[src/design/double_ended_queue_assert.svh]
// Assertion macros used by the double-ended queue datapath (deq_dp).
// Depends on nothing; define ASSERT_OFF to compile the checks away.
`ifndef DOUBLE_ENDED_QUEUE_ASSERT_SVH
`define DOUBLE_ENDED_QUEUE_ASSERT_SVH

`ifndef ASSERT_OFF

`define DEQ_ASSERT_IMPLIES(lbl, clk, rst_n, ante, cons) \
  lbl: assert property (@(posedge clk) disable iff (!rst_n) (ante) |-> (cons)) \
    else $error("double_ended_queue assertion failed");

`define DEQ_ASSERT_NEXT(lbl, clk, rst_n, ante, cons) \
  lbl: assert property (@(posedge clk) disable iff (!rst_n) (ante) |=> (cons)) \
    else $error("double_ended_queue assertion failed");

`else

`define DEQ_ASSERT_IMPLIES(lbl, clk, rst_n, ante, cons)

`define DEQ_ASSERT_NEXT(lbl, clk, rst_n, ante, cons)

`endif

`endif

[src/design/deq_pkg.sv]
// Types and codes shared by the double-ended queue modules.
// Depends on nothing.
`timescale 1ns / 1ps

package deq_pkg;

  typedef enum logic [2:0] {
    OP_PUSH_FRONT = 3'd0,
    OP_PUSH_BACK  = 3'd1,
    OP_POP_FRONT  = 3'd2,
    OP_POP_BACK   = 3'd3,
    OP_CLEAR      = 3'd4,
    OP_DUMP       = 3'd5
  } deq_op_t;

  typedef enum logic [1:0] {
    ST_OK    = 2'd0,
    ST_EMPTY = 2'd1,
    ST_FULL  = 2'd2
  } deq_status_t;

  typedef enum logic [1:0] {
    RD_FRONT = 2'd0,
    RD_BACK  = 2'd1,
    RD_NEXT  = 2'd2
  } deq_rdsel_t;

  typedef enum logic [2:0] {
    UPD_NONE       = 3'd0,
    UPD_PUSH_FRONT = 3'd1,
    UPD_PUSH_BACK  = 3'd2,
    UPD_POP_FRONT  = 3'd3,
    UPD_POP_BACK   = 3'd4,
    UPD_CLEAR      = 3'd5
  } deq_upd_t;

  typedef enum logic {
    S_IDLE = 1'b0,
    S_EXEC = 1'b1
  } deq_state_t;

  typedef struct packed {
    logic [2:0]         operation;
    logic signed [31:0] value;
  } deq_in_t;

  typedef struct packed {
    logic [1:0]         status;
    logic signed [31:0] data_out;
    logic [5:0]         count;
    logic               last;
  } deq_out_t;

  typedef struct packed {
    logic        item_load;
    logic        rd_en;
    deq_rdsel_t  rd_sel;
    logic        wr_en;
    deq_upd_t    upd;
    logic        dump_clr;
    logic        dump_inc;
    logic        res_load;
    deq_status_t res_status;
    logic        res_use_rd;
    logic        res_last;
  } deq_cmd_t;

  typedef struct packed {
    logic [2:0] item_op;
    logic       empty;
    logic       full;
    logic       out_free;
    logic       dump_last;
  } deq_stat_t;

endpackage

[src/design/deq_ram.sv]
// Generic single-write, single-read RAM with a registered read port.
// Depends on nothing.
`timescale 1ns / 1ps

module deq_ram #(
  parameter int WIDTH = 32,
  parameter int DEPTH = 32
) (
  input  logic                     clk,
  input  logic                     wr_en,
  input  logic [$clog2(DEPTH)-1:0] wr_addr,
  input  logic [WIDTH-1:0]         wr_data,
  input  logic                     rd_en,
  input  logic [$clog2(DEPTH)-1:0] rd_addr,
  output logic [WIDTH-1:0]         rd_data
);

  logic [WIDTH-1:0] mem_r [DEPTH];
  logic [WIDTH-1:0] rd_data_r;

  always_ff @(posedge clk) begin
    if (wr_en) begin
      mem_r[wr_addr] <= wr_data;
    end
    if (rd_en) begin
      rd_data_r <= mem_r[rd_addr];
    end
  end

  assign rd_data = rd_data_r;

endmodule

[src/design/deq_dp.sv]
// Datapath of the double-ended queue: ring indices, element memory and result register.
// Depends on deq_pkg, deq_ram and double_ended_queue_assert.svh.
`timescale 1ns / 1ps
`include "double_ended_queue_assert.svh"

module deq_dp #(
  parameter int DEPTH = 32
) (
  input  logic               clk,
  input  logic               rst_n,
  input  deq_pkg::deq_in_t   in_data,
  input  deq_pkg::deq_cmd_t  cmd,
  output deq_pkg::deq_stat_t stat,
  output logic               out_valid,
  output deq_pkg::deq_out_t  out_data,
  input  logic               out_stall
);

  localparam int AW = $clog2(DEPTH);
  localparam int CW = $clog2(DEPTH + 1);
  localparam int SW = CW + 1;

  logic [AW-1:0]     front_r, front_nxt;
  logic [CW-1:0]     count_r, count_nxt;
  logic [AW-1:0]     dump_idx_r, dump_idx_nxt;
  logic [2:0]        op_r;
  logic [31:0]       value_r;
  logic              out_valid_r, out_valid_nxt;
  deq_pkg::deq_out_t out_r, out_nxt;

  logic [AW-1:0] front_m1, front_p1, back_wr, back_rd, next_rd;
  logic [AW-1:0] rd_addr, wr_addr;
  logic [31:0]   rd_data;
  logic          out_free;

  function automatic logic [AW-1:0] wrap(input logic [SW-1:0] sum);
    if (sum >= SW'(DEPTH)) begin
      return AW'(sum - SW'(DEPTH));
    end
    return AW'(sum);
  endfunction

  always_comb begin
    front_m1 = (front_r == '0) ? AW'(DEPTH - 1) : front_r - 1'b1;
    front_p1 = wrap(SW'(front_r) + SW'(1));
    back_wr  = wrap(SW'(front_r) + SW'(count_r));
    back_rd  = (count_r == '0) ? front_r : wrap(SW'(front_r) + SW'(count_r) - SW'(1));
    next_rd  = wrap(SW'(front_r) + SW'(dump_idx_r) + SW'(1));
  end

  always_comb begin
    case (cmd.rd_sel)
      deq_pkg::RD_FRONT: rd_addr = front_r;
      deq_pkg::RD_BACK:  rd_addr = back_rd;
      deq_pkg::RD_NEXT:  rd_addr = next_rd;
      default:           rd_addr = front_r;
    endcase
    wr_addr = (op_r == deq_pkg::OP_PUSH_FRONT) ? front_m1 : back_wr;
  end

  deq_ram #(
    .WIDTH (32),
    .DEPTH (DEPTH)
  ) u_store (
    .clk     (clk),
    .wr_en   (cmd.wr_en),
    .wr_addr (wr_addr),
    .wr_data (value_r),
    .rd_en   (cmd.rd_en),
    .rd_addr (rd_addr),
    .rd_data (rd_data)
  );

  always_comb begin
    front_nxt = front_r;
    count_nxt = count_r;
    case (cmd.upd)
      deq_pkg::UPD_NONE: begin
      end
      deq_pkg::UPD_PUSH_FRONT: begin
        front_nxt = front_m1;
        count_nxt = count_r + 1'b1;
      end
      deq_pkg::UPD_PUSH_BACK: begin
        count_nxt = count_r + 1'b1;
      end
      deq_pkg::UPD_POP_FRONT: begin
        front_nxt = front_p1;
        count_nxt = count_r - 1'b1;
      end
      deq_pkg::UPD_POP_BACK: begin
        count_nxt = count_r - 1'b1;
      end
      deq_pkg::UPD_CLEAR: begin
        front_nxt = '0;
        count_nxt = '0;
      end
      default: begin
      end
    endcase
  end

  always_comb begin
    dump_idx_nxt = dump_idx_r;
    if (cmd.dump_clr) begin
      dump_idx_nxt = '0;
    end else if (cmd.dump_inc) begin
      dump_idx_nxt = dump_idx_r + 1'b1;
    end
  end

  assign out_free = !out_valid_r || !out_stall;

  always_comb begin
    out_nxt          = out_r;
    out_valid_nxt    = out_valid_r;
    if (cmd.res_load) begin
      out_nxt.status   = cmd.res_status;
      out_nxt.data_out = cmd.res_use_rd ? rd_data : '0;
      out_nxt.count    = 6'(count_nxt);
      out_nxt.last     = cmd.res_last;
      out_valid_nxt    = 1'b1;
    end else if (out_valid_r && !out_stall) begin
      out_valid_nxt    = 1'b0;
    end
  end

  always_ff @(posedge clk) begin
    if (!rst_n) begin
      front_r     <= '0;
      count_r     <= '0;
      dump_idx_r  <= '0;
      out_valid_r <= 1'b0;
    end else begin
      front_r     <= front_nxt;
      count_r     <= count_nxt;
      dump_idx_r  <= dump_idx_nxt;
      out_valid_r <= out_valid_nxt;
    end
  end

  always_ff @(posedge clk) begin
    if (cmd.item_load) begin
      op_r    <= in_data.operation;
      value_r <= in_data.value;
    end
    out_r <= out_nxt;
  end

  always_comb begin
    stat.item_op   = op_r;
    stat.empty     = (count_r == '0);
    stat.full      = (count_r == CW'(DEPTH));
    stat.out_free  = out_free;
    stat.dump_last = (SW'(dump_idx_r) + SW'(1) == SW'(count_r));
  end

  assign out_valid = out_valid_r;
  assign out_data  = out_r;

  `DEQ_ASSERT_IMPLIES(a_count_bound, clk, rst_n, 1'b1, count_r <= CW'(DEPTH))
  `DEQ_ASSERT_IMPLIES(a_front_bound, clk, rst_n, 1'b1, front_r <= AW'(DEPTH - 1))
  `DEQ_ASSERT_IMPLIES(a_no_write_full, clk, rst_n, cmd.wr_en, count_r != CW'(DEPTH))
  `DEQ_ASSERT_IMPLIES(a_result_not_lost, clk, rst_n, cmd.res_load, !out_valid_r || !out_stall)
  `DEQ_ASSERT_NEXT(a_dump_walk_bound, clk, rst_n, cmd.dump_inc, CW'(dump_idx_r) < count_r)

endmodule

[src/design/deq_ctrl.sv]
// Controller state machine of the double-ended queue.
// Depends on deq_pkg.
`timescale 1ns / 1ps

module deq_ctrl (
  input  logic               clk,
  input  logic               rst_n,
  input  logic               in_valid,
  input  logic [2:0]         in_op,
  output logic               in_stall,
  output deq_pkg::deq_cmd_t  cmd,
  input  deq_pkg::deq_stat_t stat
);

  deq_pkg::deq_state_t state_r, state_nxt;

  always_ff @(posedge clk) begin
    if (!rst_n) begin
      state_r <= deq_pkg::S_IDLE;
    end else begin
      state_r <= state_nxt;
    end
  end

  always_comb begin
    state_nxt      = state_r;
    in_stall       = 1'b1;
    cmd            = '0;
    cmd.rd_sel     = deq_pkg::RD_FRONT;
    cmd.upd        = deq_pkg::UPD_NONE;
    cmd.res_status = deq_pkg::ST_OK;
    case (state_r)
      deq_pkg::S_IDLE: begin
        in_stall = 1'b0;
        if (in_valid && (in_op inside {[deq_pkg::OP_PUSH_FRONT:deq_pkg::OP_DUMP]})) begin
          cmd.item_load = 1'b1;
          cmd.rd_en     = 1'b1;
          cmd.rd_sel    = (in_op == deq_pkg::OP_POP_BACK) ? deq_pkg::RD_BACK
                                                           : deq_pkg::RD_FRONT;
          cmd.dump_clr  = 1'b1;
          state_nxt     = deq_pkg::S_EXEC;
        end
      end
      deq_pkg::S_EXEC: begin
        if (stat.out_free) begin
          cmd.res_load = 1'b1;
          cmd.res_last = 1'b1;
          state_nxt    = deq_pkg::S_IDLE;
          case (stat.item_op)
            deq_pkg::OP_PUSH_FRONT, deq_pkg::OP_PUSH_BACK: begin
              if (stat.full) begin
                cmd.res_status = deq_pkg::ST_FULL;
              end else begin
                cmd.wr_en = 1'b1;
                cmd.upd   = (stat.item_op == deq_pkg::OP_PUSH_FRONT)
                            ? deq_pkg::UPD_PUSH_FRONT : deq_pkg::UPD_PUSH_BACK;
              end
            end
            deq_pkg::OP_POP_FRONT, deq_pkg::OP_POP_BACK: begin
              if (stat.empty) begin
                cmd.res_status = deq_pkg::ST_EMPTY;
              end else begin
                cmd.res_use_rd = 1'b1;
                cmd.upd        = (stat.item_op == deq_pkg::OP_POP_FRONT)
                                 ? deq_pkg::UPD_POP_FRONT : deq_pkg::UPD_POP_BACK;
              end
            end
            deq_pkg::OP_CLEAR: begin
              if (stat.empty) begin
                cmd.res_status = deq_pkg::ST_EMPTY;
              end else begin
                cmd.upd = deq_pkg::UPD_CLEAR;
              end
            end
            deq_pkg::OP_DUMP: begin
              if (stat.empty) begin
                cmd.res_status = deq_pkg::ST_EMPTY;
              end else begin
                cmd.res_use_rd = 1'b1;
                cmd.res_last   = stat.dump_last;
                if (!stat.dump_last) begin
                  cmd.dump_inc = 1'b1;
                  cmd.rd_en    = 1'b1;
                  cmd.rd_sel   = deq_pkg::RD_NEXT;
                  state_nxt    = deq_pkg::S_EXEC;
                end
              end
            end
            default: begin
              cmd.res_load = 1'b0;
            end
          endcase
        end
      end
      default: begin
        state_nxt = deq_pkg::S_IDLE;
      end
    endcase
  end

endmodule

[src/design/double_ended_queue.sv]
// Double-ended queue of signed 32-bit values in a ring memory with a front index and a
// count. Push and pop at either end, clear, and dump each take one transaction on the
// input; push, pop and clear return one result, dump returns one result per held value,
// front to back, with last set on the back element (an empty queue gives one result).
// Codes six and seven are dropped with no result. An item is accepted, then executed
// against the registered read of the ring memory, and the next item waits until that
// execute step ends; a dump reads the memory once per value. Results wait in an output
// register, and a stalled output holds the execute step. The memory needs no clearing.
// Depends on deq_pkg, deq_ctrl and deq_dp.
`timescale 1ns / 1ps

module double_ended_queue #(
  parameter int DEPTH = 32
) (
  input  logic              clk,
  input  logic              rst_n,
  input  logic              in_valid,
  output logic              in_stall,
  input  deq_pkg::deq_in_t  in_data,
  output logic              out_valid,
  input  logic              out_stall,
  output deq_pkg::deq_out_t out_data
);

  deq_pkg::deq_cmd_t  cmd;
  deq_pkg::deq_stat_t stat;

  deq_ctrl u_ctrl (
    .clk      (clk),
    .rst_n    (rst_n),
    .in_valid (in_valid),
    .in_op    (in_data.operation),
    .in_stall (in_stall),
    .cmd      (cmd),
    .stat     (stat)
  );

  deq_dp #(
    .DEPTH (DEPTH)
  ) u_dp (
    .clk       (clk),
    .rst_n     (rst_n),
    .in_data   (in_data),
    .cmd       (cmd),
    .stat      (stat),
    .out_valid (out_valid),
    .out_data  (out_data),
    .out_stall (out_stall)
  );

endmodule

[config.mk]
export PLATFORM = sky130hd
export DESIGN_NAME = double_ended_queue
export DESIGN_NICKNAME = d
export VERILOG_FILES = /design/src/design/deq_pkg.sv /design/src/design/deq_ram.sv /design/src/design/deq_dp.sv /design/src/design/deq_ctrl.sv /design/src/design/double_ended_queue.sv
export VERILOG_INCLUDE_DIRS = /design/src /design/src/design
export SDC_FILE = /design/constraint.sdc
export NUM_CORES = 1
export LEC_CHECK = 0
export ABC_AREA = 0
export BUFFER_PORTS_ARGS = -buffer_cell sky130_fd_sc_hd__buf_4
export CAP_MARGIN = 25
export CORE_UTILIZATION = 40
export DETAILED_ROUTE_END_ITERATION = 16
export REMOVE_ABC_BUFFERS = 1
export SLEW_MARGIN = 10
export SYNTH_ARGS = -nofsm -noshare
export SYNTH_HDL_FRONTEND = slang
export SYNTH_SLANG_ARGS = --single-unit
[constraint.sdc]
create_clock -name clk -period 4 [get_ports clk]
set_input_delay 0.2 -clock clk [delete_from_list [all_inputs] [get_ports clk]]
set_output_delay 0.2 -clock clk [all_outputs]
set_load 0.005 [all_outputs]
# After elaboration in Yosys (flattened, before gate mapping)
# Memory sizes are Yosys's and may differ from the RTL's. A register that Yosys moved wholly into a read port is not among the register bits.
# Index checks and enable logic that the tools add are counted.
[totals]
ff_bits = 94
mem_bits_rw = 1024
input_bits = 39
out_inout_bits = 43
wordCells = 124
n_memories = 1
[memory_table]
columns = ["memory", "words", "width", "rd", "rd_clocked_by_memory_dff", "write_ports", "line", "rtl"]
rows = [
  ["u_dp.u_store.mem_r", 32, 32, 1, 1, 1, "deq_ram.sv:18", "logic [WIDTH-1:0] mem_r [DEPTH];"],
]
[op_classes]
add_sub_neg = 14
magnitude_cmp = 6
eq_ne = 15
n_mux = 56
bitwise_logic = 2
reduce_logical = 19
[op_table]
columns = ["cell", "count"]
rows = [
  ["$mux W5", 11],
  ["$sub A5 B1 Y5 const B", 5],
  ["$mux W1", 22],
  ["$ge A7 B6 Y1 const B", 3],
  ["$mux W3", 6],
  ["$pmux W6 S3", 1],
  ["$eq A3 B2 Y1 const B", 5],
  ["$pmux W5 S3", 1],
  ["$add A5 B1 Y6 const B", 2],
  ["$eq A3 B3 Y1 const B", 4],
  ["$mux W4", 3],
  ["$mux W6", 2],
  ["$pmux W5 S2", 1],
  ["$reduce_or A2 Y1", 5],
  ["$pmux W3 S3", 1],
  ["$add A5 B6 Y7", 1],
  ["$add A6 B1 Y7 const B", 1],
  ["$eq A7 B6 Y1", 1],
  ["$mux W7", 1],
  ["$sub A7 B1 Y7 const B", 1],
  ["$add A5 B5 Y6", 1],
  ["$add A6 B1 Y6 const B", 1],
  ["$eq A3 B1 Y1 const B", 2],
  ["$eq A6 B6 Y1 const B", 1],
  ["other kinds (23)", 30],
]

# Longest topological paths before layout
[depth]
depth_word = 10
depth_mapped = 15

# By module
# A second synthesis with hierarchy kept.
[unflattened]
hier_cells = 2683
hier_area_um2 = 45628.8
[by_module_without_submodules]
columns = ["module", "n_inst", "cells_each", "area_each_um2", "seq_area_each_um2"]
rows = [
  ["deq_ram", 1, 2260, 40812.9, 31710.4],
  ["deq_dp", 1, 379, 4508.1, 2622.5],
  ["deq_ctrl", 1, 44, 307.8, 20.0],
]

# Worst setup path before layout
# OpenSTA, ideal clock, no wires.
[synth_path]
path_type = "reg-to-reg"
from = "register u_dp.count_r[0]"
to = "memory u_dp.u_store.mem_r[21][0], enable pin"
setup_ns = 0.421
t_arrival_ns = 3.292
t_required_ns = 3.579
setup_slack_ns = 0.287
stages_incl_launch_ff = 9
path_buffers = 0
path_cell_list = "dfxtp_1 > ha_1 > fa_1 > nand3_1 > a21oi_1 > o31ai_1 > xnor2_1 > nand2_1 > nor2_1"
[synth_between]
elab_chain_len = 7
[synth_lines]
columns = ["element", "line", "rtl"]
rows = [
  ["start: declaration", "deq_dp.sv:24", "logic [CW-1:0] count_r, count_nxt;"],
  ["start signal: assignment", "deq_dp.sv:136", "count_r <= count_nxt;"],
  ["branches (longest 7 deep; another with $add A5 B6 Y7)", "n/a", ""],
  ["end: declaration", "deq_ram.sv:18", ""],
]
# Parallel ways; which one is timed is not known. The select of a mux whose other input is x is not followed.

# Final worst setup path
[layout_path]
from = "register u_dp.count_r[0]"
to = "register u_dp.u_store.rd_data_r[30], in the netlist u_dp.u_store.rd_data[30] (read register of u_dp.u_store.mem_r) (data pin)"
[layout_between]
elab_chain_len = 8
[layout_lines]
columns = ["element", "line", "rtl"]
rows = [
  ["branches (longest 8 deep; another with $add A5 B6 Y7)", "n/a", ""],
  ["end: declaration", "deq_ram.sv:19", "logic [WIDTH-1:0] rd_data_r;"],
]
# Parallel ways; which one is timed is not known. The select of a mux whose other input is x is not followed.
# A chain may end at the register's enable or synchronous reset.

==> summary.txt <==
outcome: finished clean
sequential fraction of the synthesis area: 75.8%
DRC Markers: 0
vias: 27300
highest net fanout along the worst path: 3
Max Slew Vio Count: 0
slowest stage cell, crit path: fa_1
fin util: 47.5%
Synth warnings: 0
post-synth cell types: 69
Post-Syn Area: 0.0453 mm^2
nets@finish: 3372
Max-slew headroom: 30.8%
most frequent cells in the layout: 1132 x edfxtp_1, 701 x nand2_1, 231 x nand3_1, 192 x nand4_1, 192 x buf_4
Clock Skew: 0.0526 ns
GRT Overall Usage: 21.7%
non-filler instance count after layout: 4909
period utilization: 97.1%
VDD IR max: 0.353 mV
final setup vio count: 0
register area: 0.0344 mm^2
critical path endpoint category: flop
Max Cap Viol: 0
CTS sink cnt: 1150
setup ws final: 0.116 ns
crit path DAT: 4.44 ns
Die Area: 0.115 mm^2
GP Congestion: 0.801
Post-synth EDFFs: 1132
layout cells sized above 1: 14.2%
CTS tree: done
ys flop type: edfxtp_1
total CTS buffers: 114
highest clock rate: 0.257 GHz
number of global-route vias before repair: 26400
Synth Instances: 3084
Antenna Nets Post-Route: 0
Leak: 0.0173 uW
drt initial violations: 3252
Hold/Removal Path Class: input port to flop
asr flop ratio synth: 0%
average size of a mapped cell: 14.7 um^2
Worst Tran Pin Value: 1.04 ns
area of the core: 0.112 mm^2
global-route wire length before repair: 182 mm
CTS Buffer Depth: 3
Power Dens Cells: 470 mW/mm^2
Die Y: 339 um
remaining global-route overflow: 0
wire length per cell: 25.8 um
# placed instances: 4650
worst endpoint required time: 4.56 ns
CP Class: flop to flop
insertion delay to the later sink of the worst-skew pair: 0.73 ns
Cell Chain, Critical Path: ha_1 -> fa_1 -> inv_1 -> ha_1 -> nand2b_1 -> or4_1 -> a22o_1 -> a21oi_2 -> a211o_1 -> buf_4 -> nand3_1 -> o41ai_2 -> buf_4 -> a31oi_1 -> o211ai_1
Layout area overhead: 17.8%
Final Hold Viols: 0
DP Worst Slack: 0.146 ns
crit path launch type: flop
Critical Path Max Stage Delay: 0.49 ns
clock-pin slew on the worst setup and hold paths: 0.06 ns
1st-pass router iterations: 5
antenna violations before repair: 2
n_diodes: 0
Multi-input gate area: 0.0102 mm^2
Yosys reg bits: 1150
Core Rows: 123
DRT Wirelength: 127 mm
die width: 339 um
hpwl dp: 68.7 mm
fin crit period: 3.88 ns
largest net degree at the start of global routing: 114
CTS H-tree depth: 3
initial core utilization: 40.3%
vias per cell: 5.57
PortBufs: 81
IO Pins: 82
Fillers: 9635
commonest non-fill, non-tap cell in the layout: edfxtp_1
Root Buffer: clkbuf_16
## Yosys cell counts, types with 3 or more instances
cell type / instances / area, um^2
edfxtp_1: 1132 / 34000
nand2_1: 702 / 2640
nand3_1: 232 / 1160
nand4_1: 192 / 1200
mux2i_1: 160 / 1600
a32oi_1: 95 / 832
buf_2: 68 / 340
clkbuf_1: 60 / 225
nor2_1: 60 / 225
a21oi_1: 57 / 285
and2_1: 42 / 263
a22oi_1: 37 / 278
buf_6: 24 / 270
inv_1: 22 / 82.6
buf_1: 19 / 71.3
dfxtp_1: 18 / 360
xnor2_1: 18 / 158
ha_1: 16 / 200
o21ai_0: 16 / 80.1
xor2_1: 13 / 114
a21o_1: 8 / 60.1
buf_4: 8 / 60.1
a211oi_1: 7 / 52.6
nor3_1: 7 / 35.0
nand2b_1: 5 / 31.3
and3_1: 4 / 25.0
a21oi_4: 3 / 48.8
a31oi_1: 3 / 18.8
fa_1: 3 / 60.1
o21ai_1: 3 / 15.0
## area by class of cell
cell class,count,share of cell area [%]
inverters,22,0.155
multi-input cells,1733,19.2
flip-flops and latches,1150,64.4
clock buffers,131,5.59
repair buffers,293,5.79
well taps,1500,3.52
clock inverters,80,1.39
## flip-flops by register name, indices dropped and copies added, names as in the netlist
register	flops
u_ctrl.state_r	1
u_dp.count_r	6
u_dp.dump_idx_r	5
u_dp.front_r	5
u_dp.op_r	3
u_dp.out_data	41
u_dp.out_valid	1
u_dp.u_store.mem_r	1024
u_dp.u_store.rd_data	32
u_dp.value_r	32
## critical path: cells and delay by family (launching register included)
family,cells,cell delay (ns)
buffers and inverters,3,0.42
AND/OR/NAND/NOR,3,0.68
AO/OA/AOI/OAI,6,1.37
adder cells (fa/ha/maj),3,0.92
flip-flops,1,0.32
## power breakdown
group | switching (uW) | internal (uW) | leakage [uW]
registers | 163 | 13400 | 0.0103
clock network | 4520 | 6210 | 0.00182
logic | 515 | 300 | 0.00512
## routing by layer
metal | part of all wire, % | GRT usage [%]
met5 | 0 | 0
met4 | 2.5 | 6.35
met3 | 7.5 | 3.73
met2 | 48 | 35.2
met1 | 42 | 30.0
## timing repair
item,in CTS,in global routing
buffers inserted,0,2
hold buffers,39,0
endpoints found under the setup margin,0,32
hold endpoints to repair,53,0
resized for setup,0,3
## kinds of logic (layout without fill, tap and decap cells)
group / after synthesis / count (layout) / synth area share, %
buffers and inverters: 201 / 526 / 2.32
adder cells (fa/ha/maj): 19 / 19 / 0.574
multiplexers: 165 / 165 / 3.72
flip-flops: 1150 / 1150 / 75.8
AND/OR/NAND/NOR: 1263 / 1263 / 12.7
AO/OA/AOI/OAI: 255 / 255 / 4.24
XOR/XNOR: 31 / 31 / 0.599
## through the flow
step	instance area, um^2	setup TNS (ns)	hold WS, ns	total power (uW)
CTS	53200	0	0.168	25200
detailed placement	49000	0	0.379	14500
global placement	49000	0	0.378	14500
floorplan	44300	-154.88	0.299	14100
global route	53400	-0.0185	0.207	25700
finish	53400	0	0.203	25100
## path summary, 6_finish.rpt
kind	slack, ns	depth (start not counted)	end	start
min reg2reg	0.55	1	u_dp.out_data[25]	u_dp.u_store.rd_data[18]
min	0.20	2	u_dp.value_r[30]	in_data[30]
max	0.12	15	u_dp.u_store.rd_data[30]	u_dp.count_r[0]
max reg2reg	0.12	15	u_dp.u_store.rd_data[30]	u_dp.count_r[0]
Power figures use the tool's default switching activity.
